`src/hw/rtl/bmhq_pkg.sv`:
```
// Package for the binary max-heap queue: widths, action and status codes.
package bmhq_pkg;

  localparam int CAPACITY_DEF = 16;
  localparam int DATA_W       = 32;
  localparam int POS_W        = 4;
  localparam int ACT_W        = 2;
  localparam int STAT_W       = 2;
  localparam int CNT_W_DEF    = $clog2(CAPACITY_DEF + 1);

  typedef logic [ACT_W-1:0]  action_t;
  typedef logic [STAT_W-1:0] status_t;
  typedef logic signed [DATA_W-1:0] prio_t;

  localparam action_t ACT_INSERT  = 2'd0;
  localparam action_t ACT_EXTRACT = 2'd1;
  localparam action_t ACT_CHANGE  = 2'd2;
  localparam action_t ACT_REMOVE  = 2'd3;

  localparam status_t ST_OK     = 2'd0;
  localparam status_t ST_EMPTY  = 2'd1;
  localparam status_t ST_FULL   = 2'd2;
  localparam status_t ST_BADIDX = 2'd3;

endpackage

```
`src/hw/rtl/bmhq_if.sv`:
```
// Valid/ready channel interfaces for heap requests and heap results.
interface bmhq_in_if;
  import bmhq_pkg::*;

  logic    valid;
  logic    ready;
  action_t action;
  logic [POS_W-1:0] position;
  prio_t   priority_req;

  modport source (output valid, action, position, priority_req, input ready);
  modport sink   (input valid, action, position, priority_req, output ready);
endinterface

interface bmhq_out_if #(
  parameter int CNT_W = bmhq_pkg::CNT_W_DEF
);
  import bmhq_pkg::*;

  logic    valid;
  logic    ready;
  prio_t   taken_value;
  prio_t   top_value;
  logic [CNT_W-1:0] entry_count;
  status_t status;

  modport source (output valid, taken_value, top_value, entry_count, status, input ready);
  modport sink   (input valid, taken_value, top_value, entry_count, status, output ready);
endinterface

```
`src/hw/rtl/binary_max_heap_queue.sv`:
```
// Binary max-heap priority queue: one RAM, one comparator, a sift sequencer.
//
//   channel  dir  handshake             payload
//   in_ch    in   valid/ready (sink)    action, position, priority_req
//   out_ch   out  valid/ready (source)  taken_value, top_value, entry_count, status
//
// Each request walks a root-to-leaf path, a remove its ancestors first; heap RAM reads are registered.
// in_ch.ready is high only while the sequencer is idle; a finished result sits in
// the output register, so one new request may be taken while it waits.
// Synchronous active-low reset clears the count and control; the RAM holds garbage.
module binary_max_heap_queue #(
  parameter int CAPACITY = bmhq_pkg::CAPACITY_DEF
) (
  input  logic clk,
  input  logic rst_n,
  bmhq_in_if.sink    in_ch,
  bmhq_out_if.source out_ch
);
  import bmhq_pkg::*;

  localparam int IW = (CAPACITY > 1) ? $clog2(CAPACITY) : 1;
  localparam int CW = $clog2(CAPACITY + 1);
  localparam int XW = IW + 2;

  localparam logic [3:0] S_IDLE      = 4'd0;
  localparam logic [3:0] S_UP_ISSUE  = 4'd1;
  localparam logic [3:0] S_UP_CMP    = 4'd2;
  localparam logic [3:0] S_CHG_ISSUE = 4'd3;
  localparam logic [3:0] S_CHG_CMP   = 4'd4;
  localparam logic [3:0] S_TAKE_ISSUE= 4'd5;
  localparam logic [3:0] S_TAKE_GOT  = 4'd6;
  localparam logic [3:0] S_RM_ISSUE  = 4'd7;
  localparam logic [3:0] S_RM_MOVE   = 4'd8;
  localparam logic [3:0] S_LAST_ISSUE= 4'd9;
  localparam logic [3:0] S_LAST_GOT  = 4'd10;
  localparam logic [3:0] S_DN_ISSUE  = 4'd11;
  localparam logic [3:0] S_DN_LEFT   = 4'd12;
  localparam logic [3:0] S_DN_RIGHT  = 4'd13;
  localparam logic [3:0] S_TOP_ISSUE = 4'd14;
  localparam logic [3:0] S_TOP_GOT   = 4'd15;

  logic [3:0]    state_r, state_nxt;
  logic [IW-1:0] i_r, i_nxt;
  logic [CW-1:0] cnt_r, cnt_nxt;
  prio_t         cur_r, cur_nxt;
  prio_t         bv_r, bv_nxt;
  logic          lw_r, lw_nxt;
  prio_t         taken_r, taken_nxt;
  status_t       status_r, status_nxt;

  logic          out_valid_r;
  prio_t         out_taken_r, out_top_r;
  logic [CW-1:0] out_cnt_r;
  status_t       out_status_r;
  logic          out_load;

  // heap RAM: one write, one registered read per cycle
  prio_t         mem [CAPACITY];
  prio_t         rdata_r;
  logic          mem_we;
  logic [IW-1:0] mem_waddr, mem_raddr;
  prio_t         mem_wdata;

  prio_t         cmp_a, cmp_b;
  logic          cmp_gt;

  logic [IW-1:0] par;
  logic [XW-1:0] lx, rx, cnt_x;
  logic [CW+POS_W-1:0] pos_x, cnt_px;
  logic          pos_bad;

  assign cmp_gt  = cmp_a > cmp_b;
  assign par     = (i_r - IW'(1)) >> 1;
  assign lx      = {1'b0, i_r, 1'b1};
  assign rx      = lx + XW'(1);
  assign cnt_x   = XW'(cnt_r);
  assign pos_x   = {{CW{1'b0}}, in_ch.position};
  assign cnt_px  = {{POS_W{1'b0}}, cnt_r};
  assign pos_bad = pos_x >= cnt_px;

  assign in_ch.ready = (state_r == S_IDLE);

  always_ff @(posedge clk) begin
    if (mem_we) begin
      mem[mem_waddr] <= mem_wdata;
    end
    rdata_r <= mem[mem_raddr];
  end

  always_comb begin
    state_nxt  = state_r;
    i_nxt      = i_r;
    cnt_nxt    = cnt_r;
    cur_nxt    = cur_r;
    bv_nxt     = bv_r;
    lw_nxt     = lw_r;
    taken_nxt  = taken_r;
    status_nxt = status_r;
    mem_we     = 1'b0;
    mem_waddr  = i_r;
    mem_wdata  = cur_r;
    mem_raddr  = i_r;
    cmp_a      = cur_r;
    cmp_b      = rdata_r;
    out_load   = 1'b0;
    case (state_r)
      S_IDLE: begin
        if (in_ch.valid) begin
          taken_nxt  = '0;
          status_nxt = ST_OK;
          cur_nxt    = in_ch.priority_req;
          case (in_ch.action)
            ACT_INSERT: begin
              if (cnt_r == CW'(CAPACITY)) begin
                status_nxt = ST_FULL;
                state_nxt  = S_TOP_ISSUE;
              end else begin
                i_nxt     = IW'(cnt_r);
                cnt_nxt   = cnt_r + CW'(1);
                state_nxt = S_UP_ISSUE;
              end
            end
            ACT_EXTRACT: begin
              if (cnt_r == '0) begin
                status_nxt = ST_EMPTY;
                state_nxt  = S_TOP_ISSUE;
              end else begin
                i_nxt     = '0;
                state_nxt = S_TAKE_ISSUE;
              end
            end
            ACT_CHANGE: begin
              if (pos_bad) begin
                status_nxt = ST_BADIDX;
                state_nxt  = S_TOP_ISSUE;
              end else begin
                i_nxt     = IW'(in_ch.position);
                state_nxt = S_CHG_ISSUE;
              end
            end
            ACT_REMOVE: begin
              if (pos_bad) begin
                status_nxt = ST_BADIDX;
                state_nxt  = S_TOP_ISSUE;
              end else begin
                i_nxt     = IW'(in_ch.position);
                state_nxt = S_TAKE_ISSUE;
              end
            end
            default: state_nxt = S_TOP_ISSUE;
          endcase
        end
      end
      // sift up: hole at i, moving value in cur_r
      S_UP_ISSUE: begin
        if (i_r == '0) begin
          mem_we    = 1'b1;
          state_nxt = S_TOP_ISSUE;
        end else begin
          mem_raddr = par;
          state_nxt = S_UP_CMP;
        end
      end
      S_UP_CMP: begin
        mem_we = 1'b1;
        if (cmp_gt) begin
          mem_wdata = rdata_r;
          i_nxt     = par;
          state_nxt = S_UP_ISSUE;
        end else begin
          state_nxt = S_TOP_ISSUE;
        end
      end
      S_CHG_ISSUE: state_nxt = S_CHG_CMP;
      S_CHG_CMP:   state_nxt = cmp_gt ? S_UP_ISSUE : S_DN_ISSUE;
      S_TAKE_ISSUE: state_nxt = S_TAKE_GOT;
      S_TAKE_GOT: begin
        taken_nxt = rdata_r;
        cnt_nxt   = cnt_r - CW'(1);
        state_nxt = S_RM_ISSUE;
      end
      // remove: shift every ancestor down one level, root becomes the hole
      S_RM_ISSUE: begin
        if (i_r == '0) begin
          state_nxt = S_LAST_ISSUE;
        end else begin
          mem_raddr = par;
          state_nxt = S_RM_MOVE;
        end
      end
      S_RM_MOVE: begin
        mem_we    = 1'b1;
        mem_wdata = rdata_r;
        i_nxt     = par;
        state_nxt = S_RM_ISSUE;
      end
      S_LAST_ISSUE: begin
        if (cnt_r == '0) begin
          state_nxt = S_TOP_ISSUE;
        end else begin
          mem_raddr = IW'(cnt_r);
          state_nxt = S_LAST_GOT;
        end
      end
      S_LAST_GOT: begin
        cur_nxt   = rdata_r;
        i_nxt     = '0;
        state_nxt = S_DN_ISSUE;
      end
      // sift down toward the larger child, left wins ties
      S_DN_ISSUE: begin
        if (lx >= cnt_x) begin
          mem_we    = 1'b1;
          state_nxt = S_TOP_ISSUE;
        end else begin
          mem_raddr = lx[IW-1:0];
          state_nxt = S_DN_LEFT;
        end
      end
      S_DN_LEFT: begin
        cmp_a  = rdata_r;
        cmp_b  = cur_r;
        lw_nxt = cmp_gt;
        bv_nxt = cmp_gt ? rdata_r : cur_r;
        if (rx < cnt_x) begin
          mem_raddr = rx[IW-1:0];
          state_nxt = S_DN_RIGHT;
        end else if (cmp_gt) begin
          mem_we    = 1'b1;
          mem_wdata = rdata_r;
          i_nxt     = lx[IW-1:0];
          state_nxt = S_DN_ISSUE;
        end else begin
          mem_we    = 1'b1;
          state_nxt = S_TOP_ISSUE;
        end
      end
      S_DN_RIGHT: begin
        cmp_a  = rdata_r;
        cmp_b  = bv_r;
        mem_we = 1'b1;
        if (cmp_gt) begin
          mem_wdata = rdata_r;
          i_nxt     = rx[IW-1:0];
          state_nxt = S_DN_ISSUE;
        end else if (lw_r) begin
          mem_wdata = bv_r;
          i_nxt     = lx[IW-1:0];
          state_nxt = S_DN_ISSUE;
        end else begin
          state_nxt = S_TOP_ISSUE;
        end
      end
      S_TOP_ISSUE: begin
        mem_raddr = '0;
        state_nxt = S_TOP_GOT;
      end
      S_TOP_GOT: begin
        mem_raddr = '0;
        if (!out_valid_r || out_ch.ready) begin
          out_load  = 1'b1;
          state_nxt = S_IDLE;
        end
      end
      default: state_nxt = S_IDLE;
    endcase
  end

  always_ff @(posedge clk) begin
    if (!rst_n) begin
      state_r     <= S_IDLE;
      cnt_r       <= '0;
      out_valid_r <= 1'b0;
    end else begin
      state_r <= state_nxt;
      cnt_r   <= cnt_nxt;
      if (out_load) begin
        out_valid_r <= 1'b1;
      end else if (out_ch.ready) begin
        out_valid_r <= 1'b0;
      end
    end
  end

  always_ff @(posedge clk) begin
    i_r      <= i_nxt;
    cur_r    <= cur_nxt;
    bv_r     <= bv_nxt;
    lw_r     <= lw_nxt;
    taken_r  <= taken_nxt;
    status_r <= status_nxt;
    if (out_load) begin
      out_taken_r  <= taken_r;
      out_top_r    <= (cnt_r != '0) ? rdata_r : '0;
      out_cnt_r    <= cnt_r;
      out_status_r <= status_r;
    end
  end

  assign out_ch.valid       = out_valid_r;
  assign out_ch.taken_value = out_taken_r;
  assign out_ch.top_value   = out_top_r;
  assign out_ch.entry_count = out_cnt_r;
  assign out_ch.status      = out_status_r;

  a_cnt_bound: assert property (@(posedge clk) disable iff (!rst_n)
    cnt_r <= CW'(CAPACITY))
    else $error("heap count above capacity");

  a_full_cnt: assert property (@(posedge clk) disable iff (!rst_n)
    out_valid_r && out_status_r == ST_FULL |-> out_cnt_r == CW'(CAPACITY))
    else $error("full status with room left");

  a_empty_res: assert property (@(posedge clk) disable iff (!rst_n)
    out_valid_r && out_status_r == ST_EMPTY |-> out_cnt_r == '0 && out_taken_r == '0)
    else $error("empty status with entries or a taken value");

  a_err_cnt: assert property (@(posedge clk) disable iff (!rst_n)
    state_r == S_TOP_GOT && status_r != ST_OK |-> $stable(cnt_r))
    else $error("error request changed the count");

endmodule

```
`src/flat_wrapper.sv`:
```
// flat-port wrapper written by rule: the top's interface ports become plain ports
module binary_max_heap_queue_flat import bmhq_pkg::*;
#(
  parameter int CAPACITY = bmhq_pkg::CAPACITY_DEF
)
  (clk, rst_n, in_ch_valid, in_ch_action, in_ch_position, in_ch_priority_req, in_ch_ready, out_ch_valid, out_ch_taken_value, out_ch_top_value, out_ch_entry_count, out_ch_status, out_ch_ready);
  bmhq_in_if in_ch_i ();
  bmhq_out_if out_ch_i ();
  input  logic clk;
  input  logic rst_n;
  input wire logic [$bits(in_ch_i.valid)-1:0] in_ch_valid;
  input wire logic [$bits(in_ch_i.action)-1:0] in_ch_action;
  input wire logic [$bits(in_ch_i.position)-1:0] in_ch_position;
  input wire logic [$bits(in_ch_i.priority_req)-1:0] in_ch_priority_req;
  output wire logic [$bits(in_ch_i.ready)-1:0] in_ch_ready;
  output wire logic [$bits(out_ch_i.valid)-1:0] out_ch_valid;
  output wire logic [$bits(out_ch_i.taken_value)-1:0] out_ch_taken_value;
  output wire logic [$bits(out_ch_i.top_value)-1:0] out_ch_top_value;
  output wire logic [$bits(out_ch_i.entry_count)-1:0] out_ch_entry_count;
  output wire logic [$bits(out_ch_i.status)-1:0] out_ch_status;
  input wire logic [$bits(out_ch_i.ready)-1:0] out_ch_ready;
  assign in_ch_i.valid = in_ch_valid;
  assign in_ch_i.action = in_ch_action;
  assign in_ch_i.position = in_ch_position;
  assign in_ch_i.priority_req = in_ch_priority_req;
  assign in_ch_ready = in_ch_i.ready;
  assign out_ch_valid = out_ch_i.valid;
  assign out_ch_taken_value = out_ch_i.taken_value;
  assign out_ch_top_value = out_ch_i.top_value;
  assign out_ch_entry_count = out_ch_i.entry_count;
  assign out_ch_status = out_ch_i.status;
  assign out_ch_i.ready = out_ch_ready;
  binary_max_heap_queue #(.CAPACITY(CAPACITY)) u_core (.clk(clk), .rst_n(rst_n), .in_ch(in_ch_i), .out_ch(out_ch_i));
endmodule
```
`config.mk`:
```
export PLATFORM = sky130hd
export DESIGN_NAME = binary_max_heap_queue_flat
export DESIGN_NICKNAME = d
export VERILOG_FILES = /design/src/hw/rtl/bmhq_pkg.sv /design/src/hw/rtl/bmhq_if.sv /design/src/hw/rtl/binary_max_heap_queue.sv /design/src/flat_wrapper.sv
export SDC_FILE = /design/constraint.sdc
export NUM_CORES = 1
export LEC_CHECK = 0
export BUFFER_PORTS_ARGS = -buffer_cell sky130_fd_sc_hd__buf_2
export CAP_MARGIN = 20
export CORE_AREA = 2 2 252 254
export CTS_CLUSTER_DIAMETER = 50
export DETAILED_ROUTE_END_ITERATION = 8
export DIE_AREA = 0 0 254 256
export PLACE_DENSITY = 0.71
export SLEW_MARGIN = 20
export SYNTH_ARGS = -nofsm -noshare
export SYNTH_HDL_FRONTEND = slang
export SYNTH_SLANG_ARGS = --single-unit
```
`constraint.sdc`:
```
create_clock -name clk -period 7.3 [get_ports clk]
set_clock_uncertainty 0.2 [all_clocks]
set_input_delay 1.095 -clock clk [delete_from_list [all_inputs] [get_ports clk]]
set_output_delay 1.095 -clock clk [all_outputs]
set_load 0.005 [all_outputs]
```
=== Yosys cells after proc, flatten, opt, wreduce, memory -nomap -nowiden ===
Memories as Yosys holds them, arrays and structs flattened. A register that Yosys moved wholly into a read port is not among the register bits.
Index checks and enable logic that the tools add are counted.

* Reduce and logical (&&, ||, !) cells: 23
* Equality and inequality tests: 30
* Muxes and demuxes: 63
* Add/sub/neg operators: 4
* $lt $le $gt $ge: 4

{| class="wikitable"
|+ Operators with widths
! kind !! count
|-
| $mux 32 || 7
|-
| $pmux 32 s2 || 3
|-
| $pmux 32 s4 || 1
|-
| $mux 4 || 24
|-
| $pmux 4 s15 || 1
|-
| $eq 4x4->1 const B || 8
|-
| $gt 32x32->1 || 1
|-
| $pmux 4 s6 || 1
|-
| $pmux 4 s5 || 1
|-
| $eq 4x3->1 const B || 4
|-
| $pmux 4 s4 || 1
|-
| $mux 5 || 3
|-
| $pmux 4 s3 || 1
|-
| $mux 1 || 11
|-
| $pmux 5 s2 || 1
|-
| $reduce_or 2->1 || 5
|-
| $mux 3 || 3
|-
| $ne 3x3->1 const B || 3
|-
| $reduce_and 9->1 || 1
|-
| $eq 4x2->1 const B || 2
|-
| $logic_not 4->1 || 2
|-
| $ne 2x1->1 const B || 4
|-
| $reduce_and 2->1 || 4
|-
| $add 5x1->6 const B || 1
|-
| other kinds (24) || 31
|}

* Output and inout port bits: 73
* RAM bits: 512
* Logic and storage cells: 138
* Memories kept: 1
* Flip-flop bits (word level): 184

{| class="wikitable"
|+ Memory list
! memory !! words !! bits a word !! rd ports !! clocked after Yosys merged registers in !! wr ports !! RTL line !! source
|-
| u_core.mem || 16 || 32 || 1 || 1 || 1 || binary_max_heap_queue.sv:58 || <nowiki>prio_t mem [CAPACITY];</nowiki>
|}

=== Logic depth before layout (Yosys ltp) ===
* Word-level depth: 7
* Depth in mapped cells: 20
* Depth with buffers taken out: 15

=== Worst setup path before layout ===
No wires, ideal clock.

* Path kind: input-to-reg
* From: input port out_ch_ready
* To: register u_core.out_cnt_r[0] (netlist: u_core.out_ch.entry_count[0]), enable pin
* Cell stages on the path: 2
* Buffers on the path: 0
* Slack: 0.479 ns
* Arrival time: 6.034 ns
* Setup time: 0.587 ns
* Cell sequence: nor2b_1 > nor3_1

* Cells in the longest elaborated chain, start to end: 3

{| class="wikitable"
|+ Ends and longest elaborated chain
! item !! RTL line !! source
|-
| from (decl) || flat_wrapper.sv:21 || <nowiki>input wire logic [$bits(out_ch_i.ready)-1:0] out_ch_ready;</nowiki>
|-
| $logic_or 1x1->1 || binary_max_heap_queue.sv:260 || <nowiki>if (!out_valid_r || out_ch.ready) begin</nowiki>
|-
| $mux 1 || binary_max_heap_queue.sv:260 ||
|-
| $mux 1 || binary_max_heap_queue.sv:106 || <nowiki>case (state_r)</nowiki>
|-
| net u_core.out_load || binary_max_heap_queue.sv:55 || <nowiki>logic out_load;</nowiki>
|-
| to (signal assigned) || binary_max_heap_queue.sv:295 || <nowiki>out_cnt_r <= cnt_r;</nowiki>
|-
| to (decl) || binary_max_heap_queue.sv:53 || <nowiki>logic [CW-1:0] out_cnt_r;</nowiki>
|}

The timed path passes the listed nets, and every way through them passes these cells.
A chain may end at the register's enable or synchronous reset.

=== Worst setup path in the final report ===
* From: register u_core.state_r[2]
* To: memory u_core.mem[10][12] (netlist name), data pin

* Cells in the longest elaborated chain, start to end: 7
* Elaborated cells between the ends (all ways): 12

{| class="wikitable"
|+ Ends and longest elaborated chain
! item !! RTL line !! source
|-
| from (decl) || binary_max_heap_queue.sv:42 || <nowiki>logic [3:0] state_r, state_nxt;</nowiki>
|-
| from (signal assigned) || binary_max_heap_queue.sv:275 || <nowiki>state_r <= state_nxt;</nowiki>
|-
| $eq 4x4->1 || binary_max_heap_queue.sv:106 ||
|-
| $reduce_or 2->1 (no source line) || -- ||
|-
| $mux 32 || binary_max_heap_queue.sv:106 ||
|-
| $gt 32x32->1 || binary_max_heap_queue.sv:72 || <nowiki>assign cmp_gt = cmp_a > cmp_b;</nowiki>
|-
| $mux 32 || binary_max_heap_queue.sv:166, binary_max_heap_queue.sv:228 ||
|-
| $mux 32 || binary_max_heap_queue.sv:225 || <nowiki>if (rx < cnt_x) begin</nowiki>
|-
| $pmux 32 s4 * || binary_max_heap_queue.sv:106 ||
|-
| net u_core.mem_wdata[12] || binary_max_heap_queue.sv:62 || <nowiki>prio_t mem_wdata;</nowiki>
|-
| to (decl) || binary_max_heap_queue.sv:58 ||
|}

The timed path passes the listed nets; every way through them passes the cells marked *.

==> run metrics <==
# rows 92; CTS tree done; Syn-to-layout area delta 13.5%; initial antenna violation count 0; Critical Path Start u_core.state_r[2]; commonest non-fill, non-tap cells in the layout 686 x edfxtp_1, 349 x nand2_1, 114 x buf_2, 96 x mux4_2, 89 x nor2_1; Cells after Synth 2,100; pwr dens 516 mW/mm^2; # resized after CTS 0; syn nets 2,195; core area 0.0624 mm^2; CTS HTree Levels 3; GPL Wtd Cong 0.909; Root Buffer Master clkbuf_16; Main synth FF type edfxtp_1; multiplexer share of the synthesized area 9.49%; GRT Overall Usage 24.5%; DIE HEIGHT 256 um; IO Pins 115; Yosys Warn Count 0; Pins Over Slew Limit 0; Adder-Cell Fraction of Synth Area 2.23%; Final period util 79.2%; Worst Path Arrival 5.84 ns; DR WL/cell 25.6 um; RSZ-0062 raised after global routing no; first-pass GRT wire length 117,000 um; total of max-cap violations 0; maximum root-to-sink buffer count 3; Initial Util 49.6%; Hold Path Class reg2reg; final setup fails 0; Compound-Gate Fraction of Synth Area 7.19%; antenna cell count 0; Final Cell Area 0.0351 mm^2; synth unique cells 64; largest family of logic cells by synthesized area simple AND/OR/NAND/NOR gates; clk sinks 728; simple-gate share of the synthesized area 9.52%; total vias in the final route 19,000; Clock Latency Late Sink 0.61 ns; antenna-violating nets left 0; fin util 56.3%; flops & latches, synth 728; clock transition at the registers of the reported paths 0.06 ns; Die X 254 um; DR vias/cell 6.10; Leakage 12.3 nW; Peak Freq 173 MHz; layout cells sized above 1 19.9%; Setup TNS 0 ns; pre-CTS setup slack 1.68 ns; R2R Path Start u_core.state_r[2]; vias in the first global route 18,600; EDFF count, synth 686; Port Buffers 114; Max-slew headroom 27.6%; R2R cell count 15; Crit Path Max Fanout 22; synthesized area 0.0310 mm^2; Critical Path Source Type flop; Final nets 2,311; DRC Markers 0; maximum vdd drop 327 uV; Hold Violations, Final 0; ys async rst share 0%; DRT iter0 DRCs 2,626; fin crit period 5.78 ns; Die ar. 0.0650 mm^2; HPWL Detailed 47,100 um; worst path required time 7.35 ns; final wirelength 79,700 um; hold path cells 0; average size of a mapped cell 14.7 um^2; layout filler cell count 4,810; status finished clean; crit end category flop; DRT Pass-1 Iters 8; cts-stage hold buffer count 0; XOR/XNOR Fraction of Synth Area 0.283%; CTS Buf Count 71; most common cell after layout, fill and taps aside edfxtp_1; hold path start u_core.taken_r[16]; worst slew pin tran 1.08 ns; post-synthesis sequential area ratio 69.3%; GR Overflow Total 0; largest net degree at the start of global routing 103; postcts setup bufs 0; Placed Instance Area 0.0327 mm^2; final worst slack 1.52 ns; CP Class reg2reg
==> synth_stat cells, drive strengths merged (23+ instances only) <==
master	number	area share, %
mux2	37	1.3
nor3	23	0.39
clkbuf	94	1.1
a21oi	63	1.0
mux2i	36	1.2
mux4	96	7.0
ha	52	2.1
dfxtp	42	2.7
o21ai	43	0.70
buf	32	0.53
nor2	107	1.3
and2	48	0.97
nand3	77	1.2
a22oi	41	0.99
nand2	351	4.3
edfxtp	686	67
inv	29	0.35
a32oi	32	0.91
a21o	30	0.73
==> final timing paths <==
path	to	slack, ns
setup reg to reg	u_core.mem[10][12]	1.52
setup / recovery	u_core.mem[10][12]	1.52
hold / removal	u_core.out_ch.taken_value[16]	0.22
hold reg to reg	u_core.out_ch.taken_value[16]	0.22
==> sequential cells by signal, summed over array words and instances (netlist names) <==
register                   flops
u_core.rdata_r                32
u_core.status_r                2
u_core.taken_r                32
u_core.out_ch.entry_count      5
u_core.cur_r                  32
u_core.lw_r                    1
u_core.mem                   512
u_core.i_r                     4
u_core.out_ch.top_value       32
u_core.out_ch.valid            1
u_core.bv_r                   32
u_core.cnt_r                   5
u_core.state_r                 4
u_core.out_ch.taken_value     32
u_core.out_ch.status           2
==> cell type report <==
type | count | area (um^2) | share of cell area [%]
tap | 846 | 1060 | 3.01
inverter | 29 | 109 | 0.310
sequential | 728 | 21400 | 61.0
timing repair buffer | 169 | 1030 | 2.94
multi-input combinational | 1217 | 9100 | 25.9
clock buffer | 90 | 1920 | 5.47
clock inverter | 40 | 464 | 1.32
==> stage by stage <==
step	std cells	hold slack, ns	power [mW]
after floorplan	2100	0.200	11.9
after global placement	2989	0.204	14.1
after detailed placement	2989	0.205	14.4
after CTS	3119	0.220	18.1
after global routing	3119	0.224	19.0
final	3119	0.218	18.1
==> power breakdown <==
| group | internal (mW) | leakage [nW] | total [mW] | switching, mW |
|---|---|---|---|---|
| Clock | 2.17 | 1.17 | 3.73 | 1.56 |
| Combinational | 2.61 | 4.56 | 7.47 | 4.86 |
| Sequential | 6.37 | 6.57 | 6.93 | 0.552 |
==> layer usage <==
layer	GRT usage (%)	wire [um]	up-vias
li1	-	-	8321
met1	34.0	31700	9509
met2	38.3	37500	1025
met3	4.46	7720	163
met4	10.1	2820	0
met5	0	0	-
==> kinds of logic (layout without fill, tap and decap cells) <==
kind of cell / Yosys count / after routing
compound gates: 313 / 313
xor+xnor: 10 / 10
fa+ha+maj: 55 / 55
buf+inv: 155 / 328
flops: 728 / 728
mux: 169 / 169
simple gates: 670 / 670
==> worst max-delay path, stage by stage (launching register included) <==
cell and delay [ns]:
dfxtp_1 0.33, buf_4 0.25, nand2_1 0.28, nor2_2 0.84, nand2_1 0.11, nand2_1 0.10
ha_1 0.22, nand4_1 0.16, nor4_1 0.59, nand3_1 0.18, nand2_1 0.14, nor2b_1 0.07
a31oi_1 0.19, nand2_1 0.36, a21o_1 0.67, a221o_1 0.72
Note: power is estimated with default switching activity, not from simulation.
